==> src/hw/rtl/wla_pkg.sv <==
// ----------------------------------------------------------------------------
// wla_pkg
// Shared types and codes for the weight limit alarm block.
// ----------------------------------------------------------------------------
package wla_pkg;

    localparam int unsigned WEIGHT_W = 32;
    localparam int unsigned COUNT_W  = 8;
    localparam int unsigned ADDR_W   = 4;

    localparam logic [COUNT_W-1:0] FAULT_MAX = '1;

    typedef enum logic [1:0] {
        OP_TICK = 2'd0,
        OP_LONG = 2'd1,
        OP_EXIT = 2'd2,
        OP_NONE = 2'd3
    } op_t;

    typedef enum logic [1:0] {
        DEV_OK   = 2'd0,
        DEV_LOW  = 2'd1,
        DEV_HIGH = 2'd2
    } dev_t;

    // register index, taken from paddr[3:2]
    typedef enum logic [1:0] {
        REG_INTERVAL   = 2'd0,
        REG_ERROR_LIM  = 2'd1,
        REG_LOW_LIMIT  = 2'd2,
        REG_HIGH_LIMIT = 2'd3
    } reg_idx_t;

    typedef struct packed {
        logic [COUNT_W-1:0]         sample_interval;
        logic [COUNT_W-1:0]         error_limit;
        logic signed [WEIGHT_W-1:0] low_limit;
        logic signed [WEIGHT_W-1:0] high_limit;
    } cfg_t;

    typedef struct packed {
        logic                       alarm;
        logic                       armed;
        logic [COUNT_W-1:0]         error_count;
        logic [1:0]                 deviation;
        logic [COUNT_W-1:0]         ticks_left;
        logic signed [WEIGHT_W-1:0] last_weight;
    } result_t;

endpackage

==> src/hw/rtl/wla_cfg.sv <==
// ----------------------------------------------------------------------------
// wla_cfg
// APB register file: sample interval, error limit, low and high limits.
// ----------------------------------------------------------------------------
module wla_cfg (
    input  logic                        clk,
    input  logic                        rst_n,
    input  logic                        psel,
    input  logic                        penable,
    input  logic                        pwrite,
    input  logic [wla_pkg::ADDR_W-1:0]  paddr,
    input  logic [31:0]                 pwdata,
    output logic [31:0]                 prdata,
    output logic                        pready,
    output wla_pkg::cfg_t               cfg
);

    wla_pkg::cfg_t      cfg_reg;
    wla_pkg::cfg_t      cfg_next;
    wla_pkg::reg_idx_t  idx;
    logic               wr_en;

    assign pready = 1'b1;
    assign wr_en  = psel && penable && pwrite;
    assign idx    = wla_pkg::reg_idx_t'(paddr[3:2]);

    always_comb
    begin
        cfg_next = cfg_reg;
        if (wr_en)
        begin
            unique case (idx)
                wla_pkg::REG_INTERVAL:   cfg_next.sample_interval = pwdata[7:0];
                wla_pkg::REG_ERROR_LIM:  cfg_next.error_limit     = pwdata[7:0];
                wla_pkg::REG_LOW_LIMIT:  cfg_next.low_limit       = signed'(pwdata);
                wla_pkg::REG_HIGH_LIMIT: cfg_next.high_limit      = signed'(pwdata);
                default:                 cfg_next = cfg_reg;
            endcase
        end
    end

    always_comb
    begin
        unique case (idx)
            wla_pkg::REG_INTERVAL:   prdata = {24'd0, cfg_reg.sample_interval};
            wla_pkg::REG_ERROR_LIM:  prdata = {24'd0, cfg_reg.error_limit};
            wla_pkg::REG_LOW_LIMIT:  prdata = unsigned'(cfg_reg.low_limit);
            wla_pkg::REG_HIGH_LIMIT: prdata = unsigned'(cfg_reg.high_limit);
            default:                 prdata = 32'd0;
        endcase
    end

    always_ff @(posedge clk or negedge rst_n)
    begin
        if (!rst_n)
        begin
            cfg_reg.sample_interval <= 8'd1;
            cfg_reg.error_limit     <= 8'd3;
            cfg_reg.low_limit       <= '0;
            cfg_reg.high_limit      <= '0;
        end
        else
        begin
            cfg_reg <= cfg_next;
        end
    end

    assign cfg = cfg_reg;

endmodule

==> src/hw/rtl/wla_core.sv <==
// ----------------------------------------------------------------------------
// wla_core
// Checker state and its per-word update.
// ----------------------------------------------------------------------------
module wla_core (
    input  logic                               clk,
    input  logic                               rst_n,
    input  logic                               step_en,
    input  logic [1:0]                         operation,
    input  logic signed [wla_pkg::WEIGHT_W-1:0] weight_sample,
    input  wla_pkg::cfg_t                      cfg,
    output wla_pkg::result_t                   result
);

    logic [wla_pkg::COUNT_W-1:0]         tick_reg,  tick_next;
    logic signed [wla_pkg::WEIGHT_W-1:0] held_reg,  held_next;
    logic [wla_pkg::COUNT_W-1:0]         fault_reg, fault_next;
    logic [1:0]                          dev_reg,   dev_next;
    logic                                alarm_reg, alarm_next;
    logic                                arm_reg,   arm_next;
    logic [wla_pkg::COUNT_W-1:0]         tick_inc;
    logic                                low_hit;
    logic                                high_hit;
    wla_pkg::op_t                        op;

    assign op       = wla_pkg::op_t'(operation);
    assign tick_inc = tick_reg + 8'd1;
    assign low_hit  = (cfg.low_limit != '0) && (weight_sample < cfg.low_limit);
    assign high_hit = (cfg.high_limit != '0) && (weight_sample > cfg.high_limit);

    always_comb
    begin
        tick_next  = tick_reg;
        held_next  = held_reg;
        fault_next = fault_reg;
        dev_next   = dev_reg;
        alarm_next = alarm_reg;
        arm_next   = arm_reg;

        unique case (op)
            wla_pkg::OP_TICK:
            begin
                // ticks during a latched alarm are dropped
                if (!alarm_reg)
                begin
                    tick_next = tick_inc;
                    if (tick_inc >= cfg.sample_interval)
                    begin
                        tick_next = '0;
                        held_next = weight_sample;
                        if (arm_reg)
                        begin
                            if (low_hit)
                                dev_next = wla_pkg::DEV_LOW;
                            else if (high_hit)
                                dev_next = wla_pkg::DEV_HIGH;
                            else
                                dev_next = wla_pkg::DEV_OK;
                            if (low_hit || high_hit)
                            begin
                                if (fault_reg != wla_pkg::FAULT_MAX)
                                    fault_next = fault_reg + 8'd1;
                            end
                            else
                            begin
                                fault_next = '0;
                            end
                        end
                    end
                end
            end
            wla_pkg::OP_LONG:
            begin
                if (alarm_reg)
                begin
                    arm_next   = 1'b0;
                    dev_next   = wla_pkg::DEV_OK;
                    fault_next = '0;
                    alarm_next = 1'b0;
                end
                else
                begin
                    arm_next = !arm_reg;
                end
            end
            wla_pkg::OP_EXIT:
            begin
                arm_next   = 1'b0;
                dev_next   = wla_pkg::DEV_OK;
                fault_next = '0;
                alarm_next = 1'b0;
            end
            default:
            begin
                tick_next = tick_reg;
            end
        endcase

        // latch check runs after every word, even with checking off
        if (!alarm_next && (fault_next >= cfg.error_limit))
            alarm_next = 1'b1;
    end

    always_ff @(posedge clk or negedge rst_n)
    begin
        if (!rst_n)
        begin
            tick_reg  <= '0;
            held_reg  <= '0;
            fault_reg <= '0;
            dev_reg   <= wla_pkg::DEV_OK;
            alarm_reg <= 1'b0;
            arm_reg   <= 1'b0;
        end
        else if (step_en)
        begin
            tick_reg  <= tick_next;
            held_reg  <= held_next;
            fault_reg <= fault_next;
            dev_reg   <= dev_next;
            alarm_reg <= alarm_next;
            arm_reg   <= arm_next;
        end
    end

    always_comb
    begin
        result.alarm       = alarm_next;
        result.armed       = arm_next;
        result.error_count = fault_next;
        result.deviation   = dev_next;
        result.ticks_left  = (cfg.sample_interval > tick_next)
                             ? (cfg.sample_interval - tick_next) : '0;
        result.last_weight = held_next;
    end

endmodule

==> src/hw/rtl/weight_limit_alarm_top.sv <==
// ----------------------------------------------------------------------------
// weight_limit_alarm_top
// Each word passes the input register, then the result register; one word
// per cycle sustained while out_stall is low.
// Reset: asynchronous, active low; config, checker and valid registers
// return to their reset values, emptying both pipeline stages (their data registers are not reset).
// ----------------------------------------------------------------------------
module weight_limit_alarm_top (
    input  logic                                clk,
    input  logic                                rst_n,
    input  logic                                in_valid,
    output logic                                in_stall,
    input  logic [1:0]                          operation,
    input  logic signed [wla_pkg::WEIGHT_W-1:0] weight_sample,
    output logic                                out_valid,
    input  logic                                out_stall,
    output logic                                alarm,
    output logic                                armed,
    output logic [wla_pkg::COUNT_W-1:0]         error_count,
    output logic [1:0]                          deviation,
    output logic [wla_pkg::COUNT_W-1:0]         ticks_left,
    output logic signed [wla_pkg::WEIGHT_W-1:0] last_weight,
    input  logic                                psel,
    input  logic                                penable,
    input  logic                                pwrite,
    input  logic [wla_pkg::ADDR_W-1:0]          paddr,
    input  logic [31:0]                         pwdata,
    output logic [31:0]                         prdata,
    output logic                                pready
);

    wla_pkg::cfg_t                       cfg;
    wla_pkg::result_t                    result;
    wla_pkg::result_t                    res_reg;
    logic                                in_vld_reg;
    logic [1:0]                          op_reg;
    logic signed [wla_pkg::WEIGHT_W-1:0] weight_reg;
    logic                                out_vld_reg;
    logic                                step_en;
    logic                                in_take;

    // the input stage moves on when the result register is free or drains
    assign step_en  = in_vld_reg && (!out_vld_reg || !out_stall);
    assign in_stall = in_vld_reg && !step_en;
    assign in_take  = in_valid && !in_stall;

    wla_cfg u_cfg (
        .clk     (clk),
        .rst_n   (rst_n),
        .psel    (psel),
        .penable (penable),
        .pwrite  (pwrite),
        .paddr   (paddr),
        .pwdata  (pwdata),
        .prdata  (prdata),
        .pready  (pready),
        .cfg     (cfg)
    );

    wla_core u_core (
        .clk           (clk),
        .rst_n         (rst_n),
        .step_en       (step_en),
        .operation     (op_reg),
        .weight_sample (weight_reg),
        .cfg           (cfg),
        .result        (result)
    );

    always_ff @(posedge clk or negedge rst_n)
    begin
        if (!rst_n)
        begin
            in_vld_reg  <= 1'b0;
            out_vld_reg <= 1'b0;
        end
        else
        begin
            if (in_take)
                in_vld_reg <= 1'b1;
            else if (step_en)
                in_vld_reg <= 1'b0;

            if (step_en)
                out_vld_reg <= 1'b1;
            else if (!out_stall)
                out_vld_reg <= 1'b0;
        end
    end

    always_ff @(posedge clk)
    begin
        if (in_take)
        begin
            op_reg     <= operation;
            weight_reg <= weight_sample;
        end
        if (step_en)
            res_reg <= result;
    end

    assign out_valid   = out_vld_reg;
    assign alarm       = res_reg.alarm;
    assign armed       = res_reg.armed;
    assign error_count = res_reg.error_count;
    assign deviation   = res_reg.deviation;
    assign ticks_left  = res_reg.ticks_left;
    assign last_weight = res_reg.last_weight;

endmodule
==> config.mk <==
export PLATFORM = sky130hd
export DESIGN_NAME = weight_limit_alarm_top
export DESIGN_NICKNAME = d
export VERILOG_FILES = /design/src/hw/rtl/wla_pkg.sv /design/src/hw/rtl/wla_cfg.sv /design/src/hw/rtl/wla_core.sv /design/src/hw/rtl/weight_limit_alarm_top.sv
export SDC_FILE = /design/constraint.sdc
export NUM_CORES = 1
export LEC_CHECK = 0
export ABC_CLOCK_PERIOD_IN_PS = 9200
export BUFFER_PORTS_ARGS = -buffer_cell sky130_fd_sc_hd__buf_4
export CAP_MARGIN = 20
export CELL_PAD_IN_SITES_DETAIL_PLACEMENT = 0
export CELL_PAD_IN_SITES_GLOBAL_PLACEMENT = 1
export CORE_MARGIN = 4
export CORE_UTILIZATION = 50
export CTS_CLUSTER_DIAMETER = 80
export DETAILED_ROUTE_END_ITERATION = 16
export GPL_TIMING_DRIVEN = 0
export PLACE_DENSITY_LB_ADDON = 0.1
export SETUP_SLACK_MARGIN = 0.05
export SLEW_MARGIN = 20
export SYNTH_ARGS = -nofsm -noshare
export SYNTH_HDL_FRONTEND = slang
export SYNTH_SLANG_ARGS = --single-unit
==> constraint.sdc <==
create_clock -name clk -period 9.2 [get_ports clk]
set_input_delay 1.38 -clock clk [delete_from_list [all_inputs] [get_ports clk]]
set_output_delay 1.38 -clock clk [all_outputs]
set_load 0.03 [all_outputs]
**Word-level counts from Yosys, hierarchy flattened**

Cells that the tools add are included.

- $add $sub $neg: 3
- Order comparisons: 5
- Equality and inequality tests: 7
- Multiplexer cells: 29
- Reduce and logical (&&, ||, !) cells: 26

Operators by type and width:

| kind | count |
|---|---|
| 32-bit case mux with 4 select lines | 1 |
| 32-bit two-way mux | 3 |
| 8-bit two-way mux | 9 |
| 32-bit nonzero test | 2 |
| 32-bit greater-than comparator | 1 |
| 32-bit < comparator | 1 |
| 8-bit case mux with 3 select lines | 1 |
| 8-bit by 1-bit adder with 8-bit output, second input constant | 2 |
| 8-bit >= comparator | 2 |
| 2-bit two-way mux | 6 |
| 8-bit greater-than comparator | 1 |
| 1-bit logical AND | 8 |
| 8-bit inequality test, second input constant | 1 |
| 2-bit AND reduction | 4 |
| 8-bit subtractor | 1 |
| 1-bit two-way mux | 7 |
| 2-bit == test, second input constant | 3 |
| 1-bit zero test | 6 |
| 2-bit case mux with 3 select lines | 1 |
| 2-bit by 1-bit == test with 1-bit output, second input constant | 2 |
| 2-bit zero test | 2 |
| 1-bit logical OR | 2 |
| 2-bit by 1-bit inequality test with 1-bit output, second input constant | 1 |
| 1-bit case mux with 2 select lines | 1 |
| other kinds (2) | 2 |

- Register bits: 220
- Input bits: 77
- Output and inout port bits: 87
- Logic and storage cells: 90

**Logic depth before layout (Yosys ltp)**

Gate-level depths: netlist (run 1).

- Word-level depth: 11
- Gate-level depth with buffers: 23
- Depth with buffers taken out: 22

**Cells and area by module**

From an unflattened synthesis (run 1), not the netlist that was laid out.

- Cell total of the unflattened synthesis: 970
- Area total of the unflattened synthesis: 12036.5 µm²

Modules (own cells, without submodules):

| module | instances | cells each | area each (µm²) | seq. area each (µm²) |
|---|---|---|---|---|
| wla_core | 1 | 638 | 5599.1 | 1301.2 |
| wla_cfg | 1 | 238 | 3762.4 | 2005.7 |
| weight_limit_alarm_top | 1 | 94 | 2675.1 | 2632.5 |

**Worst setup path before layout (run 1)**

No wires, ideal clock.

- Kind: register to register
- Start: register u_core.tick_reg[0] (netlist bit)
- End: register res_reg (netlist bit alarm) (data pin)
- Library setup time: 0.272 ns
- Data arrival time: 4.407 ns
- Required time: 8.928 ns
- Setup slack: 4.521 ns
- Cell stages (with the launch flop): 24
- Path buffers: 1
- Clock period less this slack: 4.679 ns
- Path through: dfrtp_1 -> ha_1 -> nand3_1 -> xnor2_1 -> ha_1 -> and2_1 -> o21ai_0 -> o21ai_1 -> o41a_1 -> and3_1 -> clkbuf_1 -> o21ai_1 -> and2_1 -> a311oi_1 -> ha_1 -> nand2b_1 -> a21o_1 -> a21o_1 -> a21o_1 -> a21o_1 -> a21oi_1 -> nor2b_1 -> o21ai_0 -> o211ai_1

RTL lines:

| what | RTL line | text |
|---|---|---|
| start, declared | wla_core.sv:15 | `logic [wla_pkg::COUNT_W-1:0] tick_reg, tick_next;` |
| start signal, assigned | wla_core.sv:117 | `tick_reg <= tick_next;` |
| end signal, assigned | weight_limit_alarm_top.sv:99 | `res_reg <= result;` |
| end, declared | weight_limit_alarm_top.sv:34 | `wla_pkg::result_t res_reg;` |

==> flow_summary.json, run 1 <==
{
  "diodes": 0,
  "power.internal_mw": 2.14,
  "tritoncts": "built",
  "reg2reg_setup_slack_ns": 3.47,
  "report.final.setup_viol": 0,
  "ir_worst_vdd_v": 0.000159,
  "first_global_vias": 8619,
  "clk_root_buffer_cell": "clkbuf_16",
  "via_count": 8571,
  "crit_arrival_ns": 5.96,
  "synth_async_sr_flop_share_pct": 60.9,
  "cts_setup_buffers": 0,
  "fillers": 1927,
  "cap_viol_max_count": 0,
  "synth_xor_xnor_area_share_pct": 0.744,
  "critical_path.endpoint": "alarm",
  "synth_flop_cell": "dfrtp_1",
  "synth_cell_type_count": 62,
  "via_per_inst": 5.43,
  "period_needed_ns": 5.73,
  "grt_start_max_net_pins": 91,
  "synthCells": 1061,
  "p_sw_share_pct": 32.7,
  "cts.hold.buffers_added": 0,
  "cp_max_fanout": 10,
  "route.final.wire_length_um": 30300,
  "fin_area_um2": 14200,
  "critical_path.reg2reg.startpoint": "u_core.tick_reg[0]",
  "tritoncts_num_sinks": 220,
  "detail_route.iter0.violations": 579,
  "cts-htree-levels": 1,
  "clock_insertion_delay_worst_skew_ns": 0.52,
  "crit_path_start_kind": "flop",
  "grt_overflow": 0,
  "outcome": "complete, no violations",
  "cts_inserted_buffers": 24,
  "finalSetupTns_ns": 0,
  "avgSynthCellArea_um2": 11.1,
  "hold_violations": 0,
  "portBuffers": 158,
  "finClkSkew_ns": 0.0123,
  "p_switching_mw": 1.04,
  "synth_simple_gate_area_share_pct": 13.3,
  "drt_first_pass_iters": 5,
  "grt_pass1_wl_um": 47500,
  "ios": 164,
  "number_of_resized_instances_in_the_post_cts_repair_step": 0,
  "worstHoldPathType": "reg -> reg",
  "core_area_um2": 22900,
  "max-slew-margin-rel_pct": 35.8,
  "timing.critical_path.from": "u_core.tick_reg[0]",
  "place_congestion": 0.879,
  "whs_path_depth": 2,
  "largest_register_ff_count": 80,
  "cts.clk_slew.worst_paths_ns": 0.06,
  "r2r-end": "alarm",
  "clockBufferDepth": 3,
  "synth_register_bits": 220,
  "drcViolationCount": 0,
  "combinationalPowerShare_pct": 28.1,
  "die_x_um": 161,
  "number_of_enable_flip_flop_cells_after_synthesis": 86,
  "fin_nets": 1418,
  "timing.setup.critical_path_class": "reg -> reg",
  "number_of_antenna_violations_at_the_first_check_in_global_routing": 0,
  "maxSlewViolCount": 0,
  "grt_setup_unrepaired": "false",
  "pwr-share-seq_pct": 42.0,
  "post_synth_mux_area_share_pct": 12.9,
  "reg2regPathDepth": 21,
  "worst_slew_pin_slew_ns": 0.963,
  "p_clk_share_pct": 30.0,
  "drive_above_1_share_pct": 24.8,
  "floorplan.initialDensity_pct": 51.4,
  "synth_top_family_by_area": "simple AND/OR/NAND/NOR gates",
  "power.density_nw_per_um2": 224,
  "setup.worst_path.end_class": "flop",
  "track_usage_pct": 23.0,
  "synth-compound-area-share_pct": 8.42,
  "layout_worst_path_cycle_share_pct": 62.2,
  "p_leak_nw": 6.63,
  "syn-cell-area_um2": 11800,
  "wl_per_cell_um": 19.2,
  "seq_area_frac_synth_pct": 50.4,
  "placement.cell_area_um2": 13400,
  "std_cell_rows": 55,
  "flow.area_growth_from_synthesis_pct": 20.7,
  "die_height_um": 161,
  "dpl.hpwl_um": 22800,
  "yosys.area_share.adder_pct": 9.94,
  "die_area_um2": 26100,
  "synthesis.nets": 1231,
  "highest_clock_rate_mhz": 175,
  "yosys_warnings": 0,
  "detail-route-antenna-nets": 0,
  "worstPathRequired_ns": 9.44
}
==> how the worst min path moves through the flow <==
stage                         from             endpoint
2_1_floorplan  u_core.held_reg[23]  u_core.held_reg[23]
3_3_place_gp   u_core.held_reg[23]  u_core.held_reg[23]
3_5_place_dp   u_core.held_reg[24]  u_core.held_reg[24]
4_1_cts        u_core.held_reg[23]  u_core.held_reg[23]
5_1_grt        u_core.held_reg[25]  u_core.held_reg[25]
6_report       u_core.held_reg[25]  u_core.held_reg[25]
==> logic make-up after synthesis <==
family,after synthesis
fa+ha+maj,93
flops,220
compound gates,154
buf+inv,130
other cells,1
xor+xnor,10
simple gates,323
mux,130
==> Yosys cell counts, types with 19 or more instances <==
cell type | number | area [um2]
mux2_2 | 90 | 1010
o21ai_0 | 46 | 230
inv_1 | 90 | 338
a21oi_1 | 40 | 200
nor2_1 | 25 | 93.8
mux2i_1 | 25 | 250
nand2_1 | 163 | 612
nand3_1 | 19 | 95.1
ha_1 | 92 | 1150
nor2b_1 | 32 | 200
edfxtp_1 | 86 | 2580
dfrtp_1 | 131 | 3280
clkbuf_1 | 25 | 93.8
==> critical path, stage by stage, from the launching register on <==
cell,delay [ns]
dfrtp_1,0.46
ha_1,0.26
nand3_1,0.14
xnor2_1,0.22
ha_1,0.27
and2_1,0.15
o21ai_0,0.13
o21ai_1,0.09
o41a_1,0.47
and3_1,0.25
clkbuf_1,0.24
o21ai_1,0.64
nor2_1,0.08
a311oi_1,0.52
ha_1,0.35
a21o_1,0.15
a21o_1,0.17
a21o_1,0.17
a21oi_1,0.14
nor2b_1,0.06
o21ai_0,0.31
o211ai_1,0.17
==> power by group through the flow <==
stage                     registers, mW  logic (mW)  clock network, mW
after floorplan                    1.37       0.551                  0
after global placement             1.35       0.872                  0
after detailed placement           1.35       0.893                  0
after CTS                          1.34       0.900              0.973
after global routing               1.36       0.992               1.01
final                              1.34       0.894              0.954
==> final cells by class <==
class / instances / area [um2] / area share, %
Multi-Input combinational cell: 711 / 5340 / 37.6
Clock buffer: 29 / 651 / 4.58
Sequential cell: 220 / 5940 / 41.8
Clock inverter: 15 / 126 / 0.889
Timing Repair Buffer: 161 / 1270 / 8.92
Inverter: 91 / 342 / 2.40
Tap cell: 313 / 392 / 2.75
Buffer: 39 / 159 / 1.12
==> layout by cell type, fill, tap and decap left out, types with 5 or more instances in the layout <==
master / count
nand2_1: 163
buf_4: 159
dfrtp_1: 131
ha_1: 92
inv_1: 90
mux2_2: 90
edfxtp_1: 86
o21ai_0: 46
a21oi_1: 40
nor2b_1: 32
clkbuf_1: 27
nor2_1: 25
mux2i_1: 25
clkbuf_16: 25
nand3_1: 19
nand4_1: 17
nor4_1: 17
a21o_1: 16
buf_1: 11
and3_1: 11
nand2b_1: 9
mux4_2: 8
clkinv_2: 8
nor3b_1: 7
mux2_1: 7
xnor2_1: 6
a31oi_1: 6
a221oi_1: 5
and4_1: 5
==> per-stage QoR <==
step / power, mW / hold WS (ns) / util, % / std cells / setup slack [ns]
2_1_floorplan: 1.92 / 0.439 / - / 1061 / 4.52
3_3_place_gp: 2.22 / 0.450 / 58.3 / 1532 / 3.51
3_5_place_dp: 2.25 / 0.455 / 58.7 / 1535 / 3.55
4_1_cts: 3.21 / 0.469 / 62.1 / 1579 / 3.51
5_1_grt: 3.36 / 0.491 / 62.1 / 1579 / 3.16
6_report: 3.18 / 0.469 / 62.1 / 1579 / 3.47
==> per-layer routing <==
metal | GRT usage, % | share of wire [%]
met5 | 0 | 0
met4 | 5.27 | 2.1
met3 | 3.06 | 5.3
met1 | 31.4 | 44
met2 | 39.3 | 48
Note: power is estimated with default switching activity, not from simulation.
==> run 2, diff against run 1 <==
--- a/config.mk
+++ b/config.mk
@@ -5,13 +5,14 @@
 export SDC_FILE = /design/constraint.sdc
 export NUM_CORES = 1
 export LEC_CHECK = 0
-export ABC_CLOCK_PERIOD_IN_PS = 9200
+export ABC_AREA = 1
+export ABC_CLOCK_PERIOD_IN_PS = 5750
 export BUFFER_PORTS_ARGS = -buffer_cell sky130_fd_sc_hd__buf_4
 export CAP_MARGIN = 20
 export CELL_PAD_IN_SITES_DETAIL_PLACEMENT = 0
 export CELL_PAD_IN_SITES_GLOBAL_PLACEMENT = 1
 export CORE_MARGIN = 4
-export CORE_UTILIZATION = 50
+export CORE_UTILIZATION = 44
 export CTS_CLUSTER_DIAMETER = 80
 export DETAILED_ROUTE_END_ITERATION = 16
 export GPL_TIMING_DRIVEN = 0
==> constraint.sdc (replaced) <==
create_clock -name clk -period 5.75 [get_ports clk]
set_input_delay 0.8625 -clock clk [delete_from_list [all_inputs] [get_ports clk]]
set_output_delay 0.8625 -clock clk [all_outputs]
set_load 0.03 [all_outputs]
==> flow_summary.json, run 2 <==
{
  "fin_area_um2": 14100,
  "critical_path.reg2reg.startpoint": "u_core.tick_reg[2]",
  "placement.cell_area_um2": 13200,
  "clock_insertion_delay_worst_skew_ns": 0.54,
  "worstPathRequired_ns": 6.04,
  "detail-route-antenna-nets": 0,
  "total_power_mw": 6.34,
  "synth_flop_cell": "dfrtp_1",
  "r2r-end": "ticks_left[7]",
  "dpl.hpwl_um": 24700,
  "crit_path_start_kind": "flop",
  "cts-htree-levels": 1,
  "drcViolationCount": 0,
  "number_of_antenna_violations_at_the_first_check_in_global_routing": 0,
  "die_height_um": 170,
  "p_leak_nw": 6.56,
  "maxSlewViolCount": 0,
  "timing.setup.critical_path_class": "reg -> reg",
  "std_cell_rows": 59,
  "reg2reg_setup_slack_ns": 1.10,
  "synthesis.nets": 1439,
  "detail_route.iter0.violations": 614,
  "cts.hold.buffers_added": 0,
  "worstHoldPathType": "in -> async",
  "worst_slew_pin_slew_ns": 0.786,
  "avgSynthCellArea_um2": 9.10,
  "syn-cell-area_um2": 11500,
  "synth_register_bits": 220,
  "synthCells": 1269,
  "grt_setup_unrepaired": "false",
  "fin_nets": 1629,
  "hold_violations": 0,
  "cts_inserted_buffers": 26,
  "cts_setup_buffers": 0,
  "die_x_um": 170,
  "fillers": 2404,
  "crit_arrival_ns": 4.94,
  "post-synth-top-area-cell": "dfrtp_1",
  "die_area_um2": 28900,
  "post_synth_main_area_contributors": "dfrtp_1, edfxtp_1, ha_1, nand2_1, inv_1",
  "final_common_cell": "nand2_1",
  "track_usage_pct": 22.6,
  "finalSetupTns_ns": 0,
  "layout_common_cells": "nand2_1, inv_1, buf_4",
  "grt_overflow": 0,
  "first_global_vias": 9405,
  "ir_worst_vdd_v": 0.000235,
  "synthTopCellsByCount": "nand2_1, inv_1, o21ai_0, dfrtp_1, ha_1",
  "synth_async_sr_flop_share_pct": 60.9,
  "number_of_resized_instances_in_the_post_cts_repair_step": 0,
  "drt_first_pass_iters": 5,
  "route.final.wire_length_um": 32800,
  "setup.worst_path.end_class": "flop",
  "core_area_um2": 25900,
  "highest_clock_rate_mhz": 215,
  "multi_input_area_um2": 4700,
  "grt_pass1_wl_um": 51300,
  "finClkSkew_ns": 0.0157,
  "cap_viol_max_count": 0,
  "portBuffers": 160,
  "period_needed_ns": 4.65,
  "floorplan.initialDensity_pct": 44.6,
  "grt_start_max_net_pins": 92,
  "yosys_warnings": 0,
  "area.sequential_um2": 5940,
  "largest_register_ff_count": 80,
  "drive_above_1_share_pct": 17.5,
  "via_per_inst": 5.19,
  "ios": 164,
  "diodes": 0,
  "number_of_enable_flip_flop_cells_after_synthesis": 86,
  "synth_cell_type_count": 47,
  "clk_root_buffer_cell": "clkbuf_16",
  "cts.clk_slew.worst_paths_ns": 0.06,
  "synth_largest_type_area_fraction_pct": 28.4,
  "wl_per_cell_um": 18.1,
  "report.final.setup_viol": 0,
  "via_count": 9406,
  "outcome": "complete, no violations",
  "flow.area_growth_from_synthesis_pct": 21.8,
  "reg2regPathDepth": 25,
  "seq_area_frac_synth_pct": 51.4,
  "cp_max_fanout": 8,
  "layout_worst_path_cycle_share_pct": 80.9,
  "place_congestion": 0.887,
  "max-slew-margin-rel_pct": 47.4,
  "power.density_nw_per_um2": 451,
  "clockBufferDepth": 3,
  "tritoncts": "built",
  "final_util_pct": 54.3,
  "most_repeated_cell_in_the_gate_level_netlist_after_synthesis": "nand2_1",
  "tritoncts_num_sinks": 220
}
-- run 2: cell count changes after synthesis, sizes merged, moves of 25 or more --
cell   previous run  this run
nor2             25        77
mux2             97         0
o22ai             0        30
mux2i            25         0
inv              90       192
nor2b            32         0
nand2           164       299
o21ai            50       144
a21oi            41        75
-- run 2: logic make-up (layout without fill, tap and decap cells) --
group / count (synthesis) / in the layout / share of synthesized area [%]
AND/OR/NAND/NOR: 443 / 443 / 16.9
AO/OA/AOI/OAI: 273 / 273 / 12.9
buffers and inverters: 230 / 440 / 7.83
flip-flops: 220 / 220 / 51.4
adder cells (fa/ha/maj): 93 / 93 / 10.1
XOR/XNOR: 9 / 9 / 0.683
other: 1 / 1 / 0.0325
-- run 2: area by class of cell --
type,instances,share of cell area (%)
plain buffers,38,1.31
well taps,335,2.98
multi-input cells,819,33.4
clock inverters,11,0.828
clock buffers,37,5.13
flip-flops and latches,220,42.2
repair buffers,162,8.93
inverters,192,5.13
-- run 2: stage by stage --
step	hold slack, ns	std cells	setup WS [ns]
4_1_cts	0.235	1814	1.11
6_report	0.235	1814	1.10
3_5_place_dp	0.484	1766	1.15
5_1_grt	0.250	1814	0.660
2_1_floorplan	0.449	1269	1.90
3_3_place_gp	0.463	1764	1.13
-- run 2: metal layers --
layer  global-route usage [%]  vias up  part of all wire, %  wire (um)
li1                         -     4612                    -          -
met1                     29.2     4486                   43      14000
met2                     40.3      251                   50      16400
met3                     2.88       57                  4.9       1610
met4                     6.08        0                  2.3        768
met5                        0        -                    0          0
-- run 2: where the power goes --
| part | switching (mW) | internal (mW) | leakage (nW) | total, mW |
|---|---|---|---|---|
| sequential | 0.205 | 2.14 | 2.51 | 2.34 |
| clock | 0.649 | 0.962 | 0.409 | 1.61 |
| combinational | 1.55 | 0.835 | 3.64 | 2.38 |
| total | 2.40 | 3.93 | 6.56 | 6.34 |
-- run 2: how the worst max path moves through the flow --
| stage | startpoint | endpoint | depth (start not counted) |
|---|---|---|---|
| after detailed placement | u_core.tick_reg[2] | ticks_left[7] | 25 |
| after floorplan | u_core.tick_reg[2] | ticks_left[7] | 26 |
| final | u_core.tick_reg[2] | ticks_left[7] | 25 |
| after global placement | u_core.tick_reg[2] | ticks_left[7] | 25 |
| after global routing | u_core.tick_reg[2] | ticks_left[7] | 25 |
| after CTS | u_core.tick_reg[2] | ticks_left[7] | 25 |
-- run 2: worst max-delay path, cell delays in order (launching register included) --
cell,delay [ns]
dfrtp_1,0.40
inv_1,0.08
nor3_1,0.31
nand3_1,0.20
nor2_1,0.13
nand2_1,0.08
xor2_1,0.18
inv_1,0.07
ha_1,0.30
a21oi_1,0.16
o21a_1,0.15
nand3_2,0.17
nor2_1,0.18
inv_1,0.16
o22ai_1,0.25
inv_1,0.08
ha_1,0.34
a21oi_1,0.16
o21ai_1,0.11
a31oi_1,0.14
o21ai_1,0.10
nand2_1,0.08
a21oi_1,0.07
o32ai_2,0.30
a21oi_1,0.08
o21a_1,0.13
==> run 3, diff against run 2 <==
--- a/config.mk
+++ b/config.mk
@@ -5,14 +5,14 @@
 export SDC_FILE = /design/constraint.sdc
 export NUM_CORES = 1
 export LEC_CHECK = 0
-export ABC_AREA = 1
-export ABC_CLOCK_PERIOD_IN_PS = 5750
+export ABC_AREA = 0
+export ABC_CLOCK_PERIOD_IN_PS = 4800
 export BUFFER_PORTS_ARGS = -buffer_cell sky130_fd_sc_hd__buf_4
 export CAP_MARGIN = 20
 export CELL_PAD_IN_SITES_DETAIL_PLACEMENT = 0
 export CELL_PAD_IN_SITES_GLOBAL_PLACEMENT = 1
 export CORE_MARGIN = 4
-export CORE_UTILIZATION = 44
+export CORE_UTILIZATION = 46
 export CTS_CLUSTER_DIAMETER = 80
 export DETAILED_ROUTE_END_ITERATION = 16
 export GPL_TIMING_DRIVEN = 0
==> constraint.sdc (replaced) <==
create_clock -name clk -period 4.8 [get_ports clk]
set_input_delay 0.72 -clock clk [delete_from_list [all_inputs] [get_ports clk]]
set_output_delay 0.72 -clock clk [all_outputs]
set_load 0.03 [all_outputs]
==> flow_summary.json, run 3 (synthesized netlist as in run 1, its figures left out) <==
{
  "outcome": "complete, no violations",
  "p_leak_nw": 6.84,
  "grt_setup_unrepaired": "true",
  "flow.area_growth_from_synthesis_pct": 25.0,
  "die_x_um": 168,
  "core_area_um2": 25200,
  "drive_above_1_share_pct": 28.9,
  "detail_route.iter0.violations": 489,
  "largest_register_ff_count": 80,
  "drt_first_pass_iters": 5,
  "detail-route-antenna-nets": 0,
  "finClkSkew_ns": 0.0186,
  "via_count": 8602,
  "worst_slack_ns": 0.0623,
  "total_power_mw": 6.36,
  "dpl.hpwl_um": 23200,
  "cap_viol_max_count": 0,
  "area.sequential_um2": 5940,
  "place_worst_setup_slack_ns": -0.938,
  "worst_slew_pin_slew_ns": 0.972,
  "layout_worst_path_cycle_share_pct": 98.7,
  "cts_inserted_buffers": 25,
  "die_height_um": 168,
  "grt_pass1_wl_um": 49500,
  "finalSetupTns_ns": 0,
  "std_cell_rows": 58,
  "clk_root_buffer_cell": "clkbuf_16",
  "max-slew-margin-rel_pct": 35.2,
  "track_usage_pct": 22.1,
  "tritoncts": "built",
  "drcViolationCount": 0,
  "diodes": 0,
  "fin_nets": 1447,
  "cp_max_fanout": 5,
  "via_per_inst": 5.29,
  "route.final.wire_length_um": 31300,
  "report.final.setup_viol": 0,
  "period_needed_ns": 4.74,
  "ios": 164,
  "die_area_um2": 28200,
  "grt_start_max_net_pins": 89,
  "cts-htree-levels": 1,
  "clock_insertion_delay_worst_skew_ns": 0.52,
  "crit_arrival_ns": 4.99,
  "grt_overflow": 0,
  "number_of_antenna_violations_at_the_first_check_in_global_routing": 0,
  "crit_path_start_kind": "flop",
  "ir_worst_vdd_v": 0.000248,
  "clockBufferDepth": 3,
  "final_common_cell": "buf_4",
  "highest_clock_rate_mhz": 211,
  "timing.setup.critical_path_class": "reg -> reg",
  "floorplan.initialDensity_pct": 46.8,
  "power.density_nw_per_um2": 432,
  "place_congestion": 0.866,
  "layout_common_cells": "buf_4, nand2_1, dfrtp_1",
  "worstHoldPathType": "in -> async",
  "multi_input_area_um2": 5510,
  "maxSlewViolCount": 0,
  "hold_violations": 0,
  "setup.worst_path.end_class": "flop",
  "cts.clk_slew.worst_paths_ns": 0.06,
  "first_global_vias": 8755,
  "tritoncts_num_sinks": 220,
  "worstPathRequired_ns": 5.06,
  "wl_per_cell_um": 19.3,
  "fillers": 2155,
  "portBuffers": 158
}
run 3: cell count changes in the layout (fill, tap and decap cells not counted), moves of 30 or more:
cell / previous run / this run
nand2_1: 286 / 163
mux2_2: 0 / 90
nor2b_1: 0 / 31
inv_1: 187 / 89
nor2_1: 67 / 25
o21ai_0: 138 / 41
a21oi_1: 74 / 38
o22ai_1: 30 / 0
run 3: worst paths after layout:
kind | start | end | slack, ns | cells after the start
max in group asynchronous | rst_n | u_cfg.cfg[15] | 3.89 | 2
max | weight_reg[11] | alarm | 0.06 | 19
min reg2reg | u_core.held_reg[29] | u_core.held_reg[29] | 0.47 | 2
min | rst_n | u_core.tick_reg[5] | 0.09 | 1
max reg2reg | weight_reg[11] | alarm | 0.06 | 19
min in group clk | weight_sample[31] | weight_reg[31] | 0.38 | 1
run 3: critical path: stages, from the launching register on:
cell      delay, ns
edfxtp_1       0.47
ha_4           0.32
nand4_1        0.12
or4_4          0.57
a21o_1         0.19
a31oi_2        0.20
o21ai_1        0.11
a211o_4        0.36
a21oi_4        0.17
buf_4          0.17
a21oi_1        0.08
a311oi_2       0.43
ha_1           0.32
a21o_1         0.18
a21o_1         0.14
a21o_1         0.17
a21oi_2        0.15
nor2b_2        0.05
o21ai_2        0.18
o211ai_1       0.11
run 3: cell type report:
class	count	share of cell area [%]
clock buffers	31	4.74
plain buffers	37	1.05
clock inverters	14	1.06
multi-input cells	711	37.4
repair buffers	191	10.3
flip-flops and latches	220	40.4
well taps	330	2.80
inverters	91	2.32
run 3: timing repair:
| item | CTS | global route |
|---|---|---|
| endpoints found under the setup margin | 9 | 10 |
| setup buffers | 21 | 9 |
| pin swaps | 27 | 24 |
| resized for setup | 27 | 13 |
| hold buffers | 0 | 0 |
run 3: power breakdown:
group / switching (mW) / internal (mW) / total, mW
combinational: 1.02 / 0.817 / 1.84
clock: 0.766 / 1.19 / 1.96
sequential: 0.256 / 2.30 / 2.56
run 3: per-layer routing:
metal | wire length, um | GRT usage, %
met3 | 1380 | 3.36
met2 | 15000 | 36.7
met4 | 780 | 5.79
met1 | 14200 | 30.5
met5 | 0 | 0
run 3: through the flow:
step | cell area (um2) | hold WS [ns] | cells | util [%]
global placement | 13400 | 0.450 | 1549 | 53.1
CTS | 14600 | 0.0823 | 1617 | 58.0
floorplan | 11800 | 0.424 | 1061 | -
finish | 14700 | 0.0904 | 1625 | 58.5
global route | 14700 | 0.109 | 1625 | 58.5
detailed placement | 13500 | 0.455 | 1552 | 53.5
